--- src/design/sts_pkg.sv ---
// Shared types, constants and fixed-point helpers for the seek steering step block.
// Used by seek_target_steering_step_top, sts_root_div and sts_checker.
package sts_pkg;

  localparam int FRAC_BITS = 16;
  localparam int POS_W     = FRAC_BITS + 1;       // 0..ONE
  localparam int VEC_W     = FRAC_BITS + 2;       // signed -2*ONE..2*ONE-1
  localparam int MAG_W     = FRAC_BITS + 1;       // magnitude operand of the multiplier
  localparam int PROD_W    = 2 * MAG_W;
  localparam int ROOT_W    = MAG_W;               // root and quotient width
  localparam int REM_W     = ROOT_W + 3;
  localparam int STEPS     = ROOT_W;
  localparam int CNT_W     = $clog2(STEPS);
  localparam int DATA_W    = ((2 * POS_W + 7) / 8) * 8;
  localparam int IDX_W     = 2;

  localparam logic [POS_W-1:0] ONE   = POS_W'(64'd1 << FRAC_BITS);
  localparam logic [MAG_W-1:0] TENTH = MAG_W'(((64'd1 << FRAC_BITS) + 64'd5) / 64'd10);
  localparam logic [MAG_W-1:0] K13   = MAG_W'((64'd13 * (64'd1 << FRAC_BITS) + 64'd5) / 64'd10);
  localparam logic [PROD_W:0]  HALF  = (PROD_W+1)'(64'd1 << (FRAC_BITS - 1));

  // Configuration register indexes
  localparam logic [IDX_W-1:0] REG_SPEED = IDX_W'(0);
  localparam logic [IDX_W-1:0] REG_STEER = IDX_W'(1);

  // Request to the shared root/divide unit
  typedef struct packed {
    logic                start;
    logic                is_div;
    logic [PROD_W-1:0]   opnd;   // radicand, or numerator in the low bits
    logic [ROOT_W-1:0]   den;
  } sts_req_t;

  typedef struct packed {
    logic                done;
    logic [ROOT_W-1:0]   res;
  } sts_rsp_t;

  // Saturate an unsigned fraction to one
  function automatic logic [POS_W-1:0] sat_one(input logic [POS_W-1:0] v);
    return (v > ONE) ? ONE : v;
  endfunction

  // Magnitude of a signed vector component
  function automatic logic [MAG_W-1:0] mag(input logic signed [VEC_W-1:0] v);
    logic [VEC_W-1:0] n;
    n = v[VEC_W-1] ? VEC_W'(-v) : VEC_W'(v);
    return n[MAG_W-1:0];
  endfunction

  // Round a Q product to nearest, halves away from zero (on the magnitude)
  function automatic logic [VEC_W-1:0] rnd(input logic [PROD_W-1:0] p);
    logic [PROD_W:0] s;
    s = {1'b0, p} + HALF;
    return s[FRAC_BITS +: VEC_W];
  endfunction

  function automatic logic signed [VEC_W-1:0] signed_of(input logic [VEC_W-1:0] m,
                                                        input logic neg);
    return neg ? $signed(VEC_W'(-m)) : $signed(m);
  endfunction

endpackage

--- src/design/sts_root_div.sv ---
// Shared shift-and-subtract unit: integer square root or restoring division,
// one result bit per cycle. Depends on sts_pkg.
module sts_root_div (
  input  logic              clk_i,
  input  logic              rst_ni,
  input  sts_pkg::sts_req_t req_i,
  output sts_pkg::sts_rsp_t rsp_o
);
  import sts_pkg::*;

  logic              busy_q, done_q, is_div_q;
  logic [CNT_W-1:0]  cnt_q;
  logic [REM_W-1:0]  rem_q;
  logic [ROOT_W-1:0] root_q, den_q;
  logic [PROD_W-1:0] src_q;
  logic [REM_W-1:0]  rem_sh, sub_op;
  logic [REM_W:0]    diff;

  // Shift in the next digit and trial-subtract
  always_comb begin
    if (is_div_q) begin
      rem_sh = {rem_q[REM_W-2:0], src_q[PROD_W-1]};
      sub_op = REM_W'(den_q);
    end else begin
      rem_sh = {rem_q[REM_W-3:0], src_q[PROD_W-1 -: 2]};
      sub_op = REM_W'({root_q, 2'b01});
    end
    diff = {1'b0, rem_sh} - {1'b0, sub_op};
  end

  // Control: start, count steps, flag completion
  always_ff @(posedge clk_i or negedge rst_ni) begin
    if (!rst_ni) begin
      busy_q <= 1'b0;
      done_q <= 1'b0;
      cnt_q  <= '0;
    end else begin
      done_q <= 1'b0;
      if (req_i.start) begin
        busy_q <= 1'b1;
        cnt_q  <= '0;
      end else if (busy_q) begin
        cnt_q <= cnt_q + CNT_W'(1);
        if (cnt_q == CNT_W'(STEPS - 1)) begin
          busy_q <= 1'b0;
          done_q <= 1'b1;
        end
      end
    end
  end

  // Datapath: load operands, then one digit per cycle
  always_ff @(posedge clk_i) begin
    if (req_i.start) begin
      is_div_q <= req_i.is_div;
      den_q    <= req_i.den;
      root_q   <= '0;
      if (req_i.is_div) begin
        rem_q <= REM_W'(req_i.opnd[PROD_W-3:ROOT_W]);
        src_q <= {req_i.opnd[ROOT_W-1:0], {(PROD_W-ROOT_W){1'b0}}};
      end else begin
        rem_q <= '0;
        src_q <= req_i.opnd;
      end
    end else if (busy_q) begin
      src_q <= is_div_q ? {src_q[PROD_W-2:0], 1'b0} : {src_q[PROD_W-3:0], 2'b00};
      if (!diff[REM_W]) begin
        rem_q  <= diff[REM_W-1:0];
        root_q <= {root_q[ROOT_W-2:0], 1'b1};
      end else begin
        rem_q  <= rem_sh;
        root_q <= {root_q[ROOT_W-2:0], 1'b0};
      end
    end
  end

  assign rsp_o.done = done_q;
  assign rsp_o.res  = root_q;

endmodule

--- src/design/seek_target_steering_step_top.sv ---
// Seek steering step: moves a 2-D point toward a target once per input transfer.
// Usage:
//   s_axis carries one target point per transfer; m_axis returns the new
//   position, one transfer per input. cfg_* writes speed_limit (index 0) and
//   steer_limit (index 1); other indexes are ignored. Write config only while
//   the block is idle.
// Operation:
//   A step runs on a small sequencer around one 17x17 multiplier and one
//   shared square-root/divide unit that delivers a bit per cycle (17 steps
//   per root or quotient). Each step takes three roots, and each length
//   limit that applies adds two divisions. The next target is not taken
//   until the current step has finished: s_axis_tready is low while a step
//   is in progress.
// Reset:
//   Position, velocity and acceleration clear to zero; both limits reset to
//   one half. No result is pending.
// Stalls:
//   The result sits in an output register, and the next target is accepted
//   while it waits. A finished step that finds the register still occupied
//   holds until m_axis_tready frees it.
module seek_target_steering_step_top (
  input  logic                      clk_i,
  input  logic                      rst_ni,
  input  logic                      s_axis_tvalid,
  output logic                      s_axis_tready,
  input  logic [sts_pkg::DATA_W-1:0] s_axis_tdata,  // target_x, target_y, zero pad
  output logic                      m_axis_tvalid,
  input  logic                      m_axis_tready,
  output logic [sts_pkg::DATA_W-1:0] m_axis_tdata,  // pos_x, pos_y, zero pad
  input  logic                      cfg_valid_i,
  output logic                      cfg_ready_o,
  input  logic [sts_pkg::IDX_W-1:0] cfg_index_i,
  input  logic [sts_pkg::POS_W-1:0] cfg_data_i
);
  import sts_pkg::*;

  typedef enum logic [4:0] {
    S_IDLE, S_SMAX, S_SQ_D0, S_SQ_D1, S_RT_D, S_WT_D, S_DES, S_DES_W,
    S_SQ_S0, S_SQ_S1, S_RT_S, S_WT_S, S_LIM_MUL, S_LIM_DIV, S_LIM_WT,
    S_ACC, S_ACC_MUL, S_ACC_W, S_VD_MUL, S_VD_W, S_VK_MUL, S_VK_W,
    S_SQ_V0, S_SQ_V1, S_RT_V, S_WT_V, S_POS, S_OUT
  } state_e;

  state_e                  state_q;
  logic                    ix_q, phase_q, neg_q, out_valid_q;
  logic [POS_W-1:0]        spd_q, str_q, pos_q [2];
  logic signed [VEC_W-1:0] vel_q [2], acc_q [2], d_q [2], st_q [2];
  logic [POS_W-1:0]        smax_q, dist_q, len_q;
  logic [PROD_W-1:0]       prod_q, sq_q;
  logic [2*POS_W-1:0]      out_q;

  logic [MAG_W-1:0]        mul_a, mul_b;
  logic                    mul_neg;
  sts_req_t                req;
  sts_rsp_t                rsp;
  logic [POS_W-1:0]        slim, lim, tx, ty;
  logic [VEC_W-1:0]        mrnd;
  logic signed [VEC_W-1:0] vec, mres, acc_sum_c, lim_res;
  logic signed [VEC_W:0]   acc_sum;
  logic signed [VEC_W:0]   psum [2];
  logic [POS_W-1:0]        pnew [2];
  logic                    in_acc, out_acc;

  assign in_acc  = s_axis_tvalid && s_axis_tready;
  assign out_acc = m_axis_tvalid && m_axis_tready;
  assign slim    = sat_one(str_q);
  assign lim     = phase_q ? smax_q : slim;
  assign vec     = phase_q ? vel_q[ix_q] : st_q[ix_q];
  assign mrnd    = rnd(prod_q);
  assign mres    = signed_of(mrnd, neg_q);
  assign lim_res = signed_of(VEC_W'(rsp.res), neg_q);
  assign tx      = sat_one(s_axis_tdata[POS_W-1:0]);
  assign ty      = sat_one(s_axis_tdata[2*POS_W-1:POS_W]);

  // Accumulate steer into acceleration, clamped to plus or minus one
  always_comb begin
    acc_sum = (VEC_W+1)'(acc_q[ix_q]) + (VEC_W+1)'(st_q[ix_q]);
    if (acc_sum > $signed((VEC_W+1)'(ONE)))       acc_sum_c = $signed(VEC_W'(ONE));
    else if (acc_sum < -$signed((VEC_W+1)'(ONE))) acc_sum_c = -$signed(VEC_W'(ONE));
    else                                          acc_sum_c = acc_sum[VEC_W-1:0];
  end

  // Position update, clamped to [0, one]
  always_comb begin
    for (int i = 0; i < 2; i++) begin
      psum[i] = $signed((VEC_W+1)'(pos_q[i])) + (VEC_W+1)'(vel_q[i]);
      if (psum[i] < 0)                               pnew[i] = '0;
      else if (psum[i] > $signed((VEC_W+1)'(ONE)))  pnew[i] = ONE;
      else                                           pnew[i] = psum[i][POS_W-1:0];
    end
  end

  // Select multiplier operands for the current step
  always_comb begin
    mul_a   = '0;
    mul_b   = '0;
    mul_neg = 1'b0;
    case (state_q)
      S_SMAX:    begin mul_a = sat_one(spd_q); mul_b = TENTH; end
      S_SQ_D0:   begin mul_a = mag(d_q[0]); mul_b = mag(d_q[0]); end
      S_SQ_D1:   begin mul_a = mag(d_q[1]); mul_b = mag(d_q[1]); end
      S_DES:     begin mul_a = smax_q; mul_b = mag(d_q[ix_q]); mul_neg = d_q[ix_q] < 0; end
      S_SQ_S0:   begin mul_a = mag(st_q[0]); mul_b = mag(st_q[0]); end
      S_SQ_S1:   begin mul_a = mag(st_q[1]); mul_b = mag(st_q[1]); end
      S_LIM_MUL: begin mul_a = mag(vec); mul_b = lim; mul_neg = vec < 0; end
      S_ACC_MUL: begin
        mul_a = mag(acc_q[ix_q]); mul_b = TENTH; mul_neg = acc_q[ix_q] < 0;
      end
      S_VD_MUL:  begin
        mul_a = mag(vel_q[ix_q]); mul_b = dist_q; mul_neg = vel_q[ix_q] < 0;
      end
      S_VK_MUL:  begin
        mul_a = mag(vel_q[ix_q]); mul_b = K13; mul_neg = vel_q[ix_q] < 0;
      end
      S_SQ_V0:   begin mul_a = mag(vel_q[0]); mul_b = mag(vel_q[0]); end
      S_SQ_V1:   begin mul_a = mag(vel_q[1]); mul_b = mag(vel_q[1]); end
      default:   ;
    endcase
  end

  // Request a root or a quotient from the shared unit
  always_comb begin
    req.start  = 1'b0;
    req.is_div = 1'b0;
    req.opnd   = sq_q + prod_q;
    req.den    = len_q;
    case (state_q)
      S_RT_D, S_RT_S, S_RT_V: req.start = 1'b1;
      S_LIM_DIV: begin
        req.start  = 1'b1;
        req.is_div = 1'b1;
        req.opnd   = prod_q + PROD_W'(len_q >> 1);
      end
      default: ;
    endcase
  end

  sts_root_div u_root_div (
    .clk_i  (clk_i),
    .rst_ni (rst_ni),
    .req_i  (req),
    .rsp_o  (rsp)
  );

  // Multiplier with registered product
  always_ff @(posedge clk_i) begin
    prod_q <= mul_a * mul_b;
    if (mul_a != '0 || mul_b != '0) neg_q <= mul_neg;
  end

  // Sequencer, state and registered outputs
  always_ff @(posedge clk_i or negedge rst_ni) begin
    if (!rst_ni) begin
      state_q     <= S_IDLE;
      ix_q        <= 1'b0;
      phase_q     <= 1'b0;
      out_valid_q <= 1'b0;
      spd_q       <= POS_W'(32768);
      str_q       <= POS_W'(32768);
      for (int i = 0; i < 2; i++) begin
        pos_q[i] <= '0;
        vel_q[i] <= '0;
        acc_q[i] <= '0;
      end
    end else begin
      if (cfg_valid_i && cfg_ready_o) begin
        unique case (cfg_index_i)
          REG_SPEED: spd_q <= cfg_data_i;
          REG_STEER: str_q <= cfg_data_i;
          default:   ;
        endcase
      end

      // Load a finished result, or drop the one just taken
      if (state_q == S_OUT && (!out_valid_q || m_axis_tready)) out_valid_q <= 1'b1;
      else if (out_acc)                                         out_valid_q <= 1'b0;

      unique case (state_q)
        S_IDLE:  if (in_acc) state_q <= S_SMAX;
        S_SMAX:  state_q <= S_SQ_D0;
        S_SQ_D0: state_q <= S_SQ_D1;
        S_SQ_D1: state_q <= S_RT_D;
        S_RT_D:  state_q <= S_WT_D;
        S_WT_D:  if (rsp.done) begin
          ix_q    <= 1'b0;
          state_q <= S_DES;
        end
        S_DES:   state_q <= S_DES_W;
        S_DES_W: begin
          ix_q    <= ~ix_q;
          state_q <= ix_q ? S_SQ_S0 : S_DES;
        end
        S_SQ_S0: state_q <= S_SQ_S1;
        S_SQ_S1: state_q <= S_RT_S;
        S_RT_S:  state_q <= S_WT_S;
        S_WT_S:  if (rsp.done) begin
          ix_q    <= 1'b0;
          phase_q <= 1'b0;
          state_q <= (rsp.res > slim) ? S_LIM_MUL : S_ACC;
        end
        S_LIM_MUL: state_q <= S_LIM_DIV;
        S_LIM_DIV: state_q <= S_LIM_WT;
        S_LIM_WT:  if (rsp.done) begin
          if (phase_q) vel_q[ix_q] <= lim_res;
          ix_q <= ~ix_q;
          if (!ix_q)        state_q <= S_LIM_MUL;
          else if (phase_q) state_q <= S_POS;
          else              state_q <= S_ACC;
        end
        S_ACC: begin
          acc_q[ix_q] <= acc_sum_c;
          state_q     <= S_ACC_MUL;
        end
        S_ACC_MUL: state_q <= S_ACC_W;
        S_ACC_W: begin
          vel_q[ix_q] <= vel_q[ix_q] + mres;
          state_q     <= S_VD_MUL;
        end
        S_VD_MUL: state_q <= S_VD_W;
        S_VD_W: begin
          vel_q[ix_q] <= mres;
          state_q     <= S_VK_MUL;
        end
        S_VK_MUL: state_q <= S_VK_W;
        S_VK_W: begin
          vel_q[ix_q] <= mres;
          ix_q        <= ~ix_q;
          state_q     <= ix_q ? S_SQ_V0 : S_ACC;
        end
        S_SQ_V0: state_q <= S_SQ_V1;
        S_SQ_V1: state_q <= S_RT_V;
        S_RT_V:  state_q <= S_WT_V;
        S_WT_V:  if (rsp.done) begin
          ix_q    <= 1'b0;
          phase_q <= 1'b1;
          state_q <= (rsp.res > smax_q) ? S_LIM_MUL : S_POS;
        end
        S_POS: begin
          pos_q[0] <= pnew[0];
          pos_q[1] <= pnew[1];
          state_q  <= S_OUT;
        end
        S_OUT: if (!out_valid_q || m_axis_tready) state_q <= S_IDLE;
        default: state_q <= S_IDLE;
      endcase
    end
  end

  // Working values of the current step
  always_ff @(posedge clk_i) begin
    case (state_q)
      S_IDLE: if (in_acc) begin
        d_q[0] <= $signed(VEC_W'(tx)) - $signed(VEC_W'(pos_q[0]));
        d_q[1] <= $signed(VEC_W'(ty)) - $signed(VEC_W'(pos_q[1]));
      end
      S_SQ_D0: smax_q <= mrnd[POS_W-1:0];
      S_SQ_D1, S_SQ_S1, S_SQ_V1: sq_q <= prod_q;
      S_WT_D:  if (rsp.done) dist_q <= rsp.res;
      S_DES_W: st_q[ix_q] <= mres - vel_q[ix_q];
      S_WT_S, S_WT_V: if (rsp.done) len_q <= rsp.res;
      S_LIM_WT: if (rsp.done && !phase_q) st_q[ix_q] <= lim_res;
      S_OUT:   if (!out_valid_q || m_axis_tready) out_q <= {pos_q[1], pos_q[0]};
      default: ;
    endcase
  end

  assign s_axis_tready = (state_q == S_IDLE);
  assign m_axis_tvalid = out_valid_q;
  assign m_axis_tdata  = DATA_W'(out_q);
  assign cfg_ready_o   = 1'b1;

endmodule

--- config.mk ---
export PLATFORM = sky130hd
export DESIGN_NAME = seek_target_steering_step_top
export DESIGN_NICKNAME = d
export VERILOG_FILES = /design/src/design/sts_pkg.sv /design/src/design/sts_root_div.sv /design/src/design/seek_target_steering_step_top.sv
export SDC_FILE = /design/constraint.sdc
export NUM_CORES = 2
export LEC_CHECK = 0
export ABC_AREA = 0
export BUFFER_PORTS_ARGS = -buffer_cell sky130_fd_sc_hd__buf_2
export CORE_MARGIN = 4
export CORE_UTILIZATION = 30
export CTS_CLUSTER_DIAMETER = 100
export DETAILED_ROUTE_END_ITERATION = 6
export MAX_ROUTING_LAYER = met4
export PLACE_DENSITY = 0.49
export REMOVE_ABC_BUFFERS = 1
export SLEW_MARGIN = 15
export SYNTH_ARGS = -nofsm -noshare
export SYNTH_HDL_FRONTEND = slang
export SYNTH_SLANG_ARGS = --single-unit
--- constraint.sdc ---
create_clock -name clk_i -period 18 [get_ports clk_i]
set_input_delay 3.6 -clock clk_i [delete_from_list [all_inputs] [get_ports clk_i]]
set_output_delay 3.6 -clock clk_i [all_outputs]
set_load 0.02 [all_outputs]
==> impl_metrics.ini <==
[clocking]
cts_hold_buffers = 0
cts.htree.levels = 2
cts-root-buf = clkbuf_16
postCtsResizedCells = 0
cts_made_buffers = 58
worst_setup_hold_path_clk_slew_ns = 0.06
clockBufferDepth = 3
cts_sinks = 469
worstSkewPairLatency_ns = 0.68
post-cts-setup-buffer-count = 0
tritoncts_clock_tree = yes

[placed_design]
dp.cells = 6808
hpwl_mm = 125
globalplace.congestion = 0.962
place.port_buffers = 93
placement.cell_area_sq_mm = 0.0473

[worst_setup_path]
critical_path_end_type = register
critical_path_required_ns = 18.59
cp_max_fo = 48
rrSetupSlack_ns = 7.03
path_delay_family = adder cells
worst_ep_arrival_time_ns = 11.56
crit_top_cell = fa_1
worstSetupPathType = register to register
cp.buffers_inverters = 8
timing.rr.end = prod_q[33]
timing.critical_path.slowest_cell_delay_ns = 0.85
startpoint_type = register
number_of_cells_on_the_worst_reg_to_reg_path = 34
r2r-start = ix_q
critical_path.slowest_cell = dfrtp_4

[timing]
timing.max_slew.rel_slack_pct = 22.9
timing.clock.skew_ns = 0.0505
finalHoldViolations = 0
grt_setup_unrepaired = false
finalSetupTns_ns = 0
period_needed_ns = 10.97
report.final.setup_viol = 0
report.final.slew_viol_count = 0
tightestPinTransition_ns = 1.14
achievable-frequency_mhz = 91.1
layout_worst_path_cycle_share_pct = 61.0

[grt]
number_of_global_route_vias_before_repair = 35700
globalRouteOverflowTotal = 0
grt.total_usage_pct = 21.0
initial_antenna_violation_count = 1
grt_pass1_wl_mm = 238
grt_start_max_net_pins = 71

[die]
design.core.area_sq_mm = 0.147
io_pins = 107
die-area_sq_mm = 0.154
initial_util_pct = 30.2
floorplan.rows = 141
die_width_um = 393
floorplan.die.height_um = 393

[yosys]
synth_area_sq_mm = 0.0445
yosysTopAreaCellShare_pct = 17.8
synth.largest_area_cell = edfxtp_1
ys_ff_latch = 469
synth-seq-area-share_pct = 28.8
netlist_top_cells_area = edfxtp_1, fa_1, ha_1, dfrtp_1, inv_1
postSynth.topFlopCell = edfxtp_1
netlist_instances = 4896
yosysWarnings = 0
yosysUniqueCellTypes = 102
synth-edff-count = 263
postSynthAreaPerCell_sq_um = 9.08
asyncSetResetFlopFracSynth_pct = 33.0

[outcome]
status = completed

[detailed_routing]
wire_per_inst_um = 23.2
drc_errors = 0
detailedRoute.firstPassIterationCount = 7
via_count = 37000
detail_route.vias_per_cell = 5.34
drt-total-wl_mm = 160
initialDrtViolationCount = 3004
antenna_left = 0

[hold_path]
hold_path.class = register to register
hold_start = len_q[0]
min_delay_path_depth = 0
min_to = u_root_div.den_q[0]

[finish]
flow.area_growth_from_synthesis_pct = 10.9
fin_cells = 6919
fillerInstances = 15300
nNetsFinal = 5564
layout_common_cells = inv_1, nand2_1, nor2_1, ha_1, edfxtp_1
design_area_sq_mm = 0.0493
most_common_library_cell_in_the_layout_ignoring_fill_and_taps = inv_1
layout-drive-gt1-share_pct = 9.94

[flow_run]
max_cap_viol_count = 0
## kinds of logic after synthesis
group / Yosys count / synth area share, %
AO/OA/AOI/OAI: 1061 / 15.9
adder cells (fa/ha/maj): 562 / 19.7
buffers and inverters: 711 / 6.28
XOR/XNOR: 350 / 6.89
other: 2 / 0.0169
multiplexers: 249 / 6.25
AND/OR/NAND/NOR: 1492 / 16.2
flip-flops: 469 / 28.8
## through the flow
stage / util [%] / hold WS (ns) / setup WS [ns]
finish: 33.4 / 0.432 / 7.03
global route: 33.4 / 0.448 / 6.33
detailed placement: 32.1 / 0.426 / 7.08
CTS: 33.4 / 0.442 / 7.07
global placement: 32.1 / 0.421 / 7.02
floorplan: - / 0.400 / 4.58
## state kept, by name, indices dropped and copies added, names as in the netlist, 36 cells and up
name   flops
vel_q     36
st_q      36
d_q       36
acc_q     36
## per-layer routing
layer / track usage (%) / up-vias / part of all wire, %
li1: - / 17300 / -
met1: 29.6 / 18200 / 47
met2: 31.1 / 1215 / 43
met3: 2.76 / 244 / 6.3
met4: 6.78 / 0 / 3.8
met5: - / - / 0
## how the worst max path moves through the flow
stage,start,endpoint,slack [ns],cells after the start
floorplan,ix_q,prod_q[33],4.58,29
global placement,ix_q,prod_q[33],7.02,34
detailed placement,ix_q,prod_q[33],7.08,34
CTS,ix_q,prod_q[33],7.07,34
global route,ix_q,prod_q[33],6.33,34
finish,ix_q,prod_q[33],7.03,34
## worst reg2reg max path, delay by kind of cell, from the launching register on
family	cells	cell delay, ns
AO/OA/AOI/OAI	12	3.48
XOR/XNOR	2	0.32
adder cells (fa/ha/maj)	8	3.73
buffers and inverters	8	1.26
flip-flops	1	0.85
AND/OR/NAND/NOR	4	1.27
## synth_stat cells, types with 34 or more instances
cell type,n
mux2i_1,135
o31ai_1,61
nand2b_1,65
ha_1,329
a21oi_1,227
dfxtp_1,51
nand3_1,86
nor3_1,91
dfrtp_1,153
or3_1,50
mux2_2,101
o21a_1,36
fa_1,233
nor4_1,35
a21o_1,63
inv_1,496
xor2_1,160
o21ai_0,241
nor2b_1,92
xnor2_1,190
a211oi_1,43
nor2_1,406
edfxtp_1,263
clkbuf_1,166
a31oi_1,34
nand2_1,449
o22ai_1,76
## final cells by class
cell class	count	area, sq um	area share, %
clock buffer	80	1730	3.52
clock inverter	30	272	0.551
multi-input combinational	3721	29000	58.8
sequential	469	12800	26.0
tap	1930	2410	4.90
antenna	1	2.50	0.00508
timing repair buffer	189	1190	2.42
inverter	499	1870	3.80
Power is left out: the tool's default activity adds up to more than one toggle a clock period on the data nets, which glitch-free logic cannot reach.
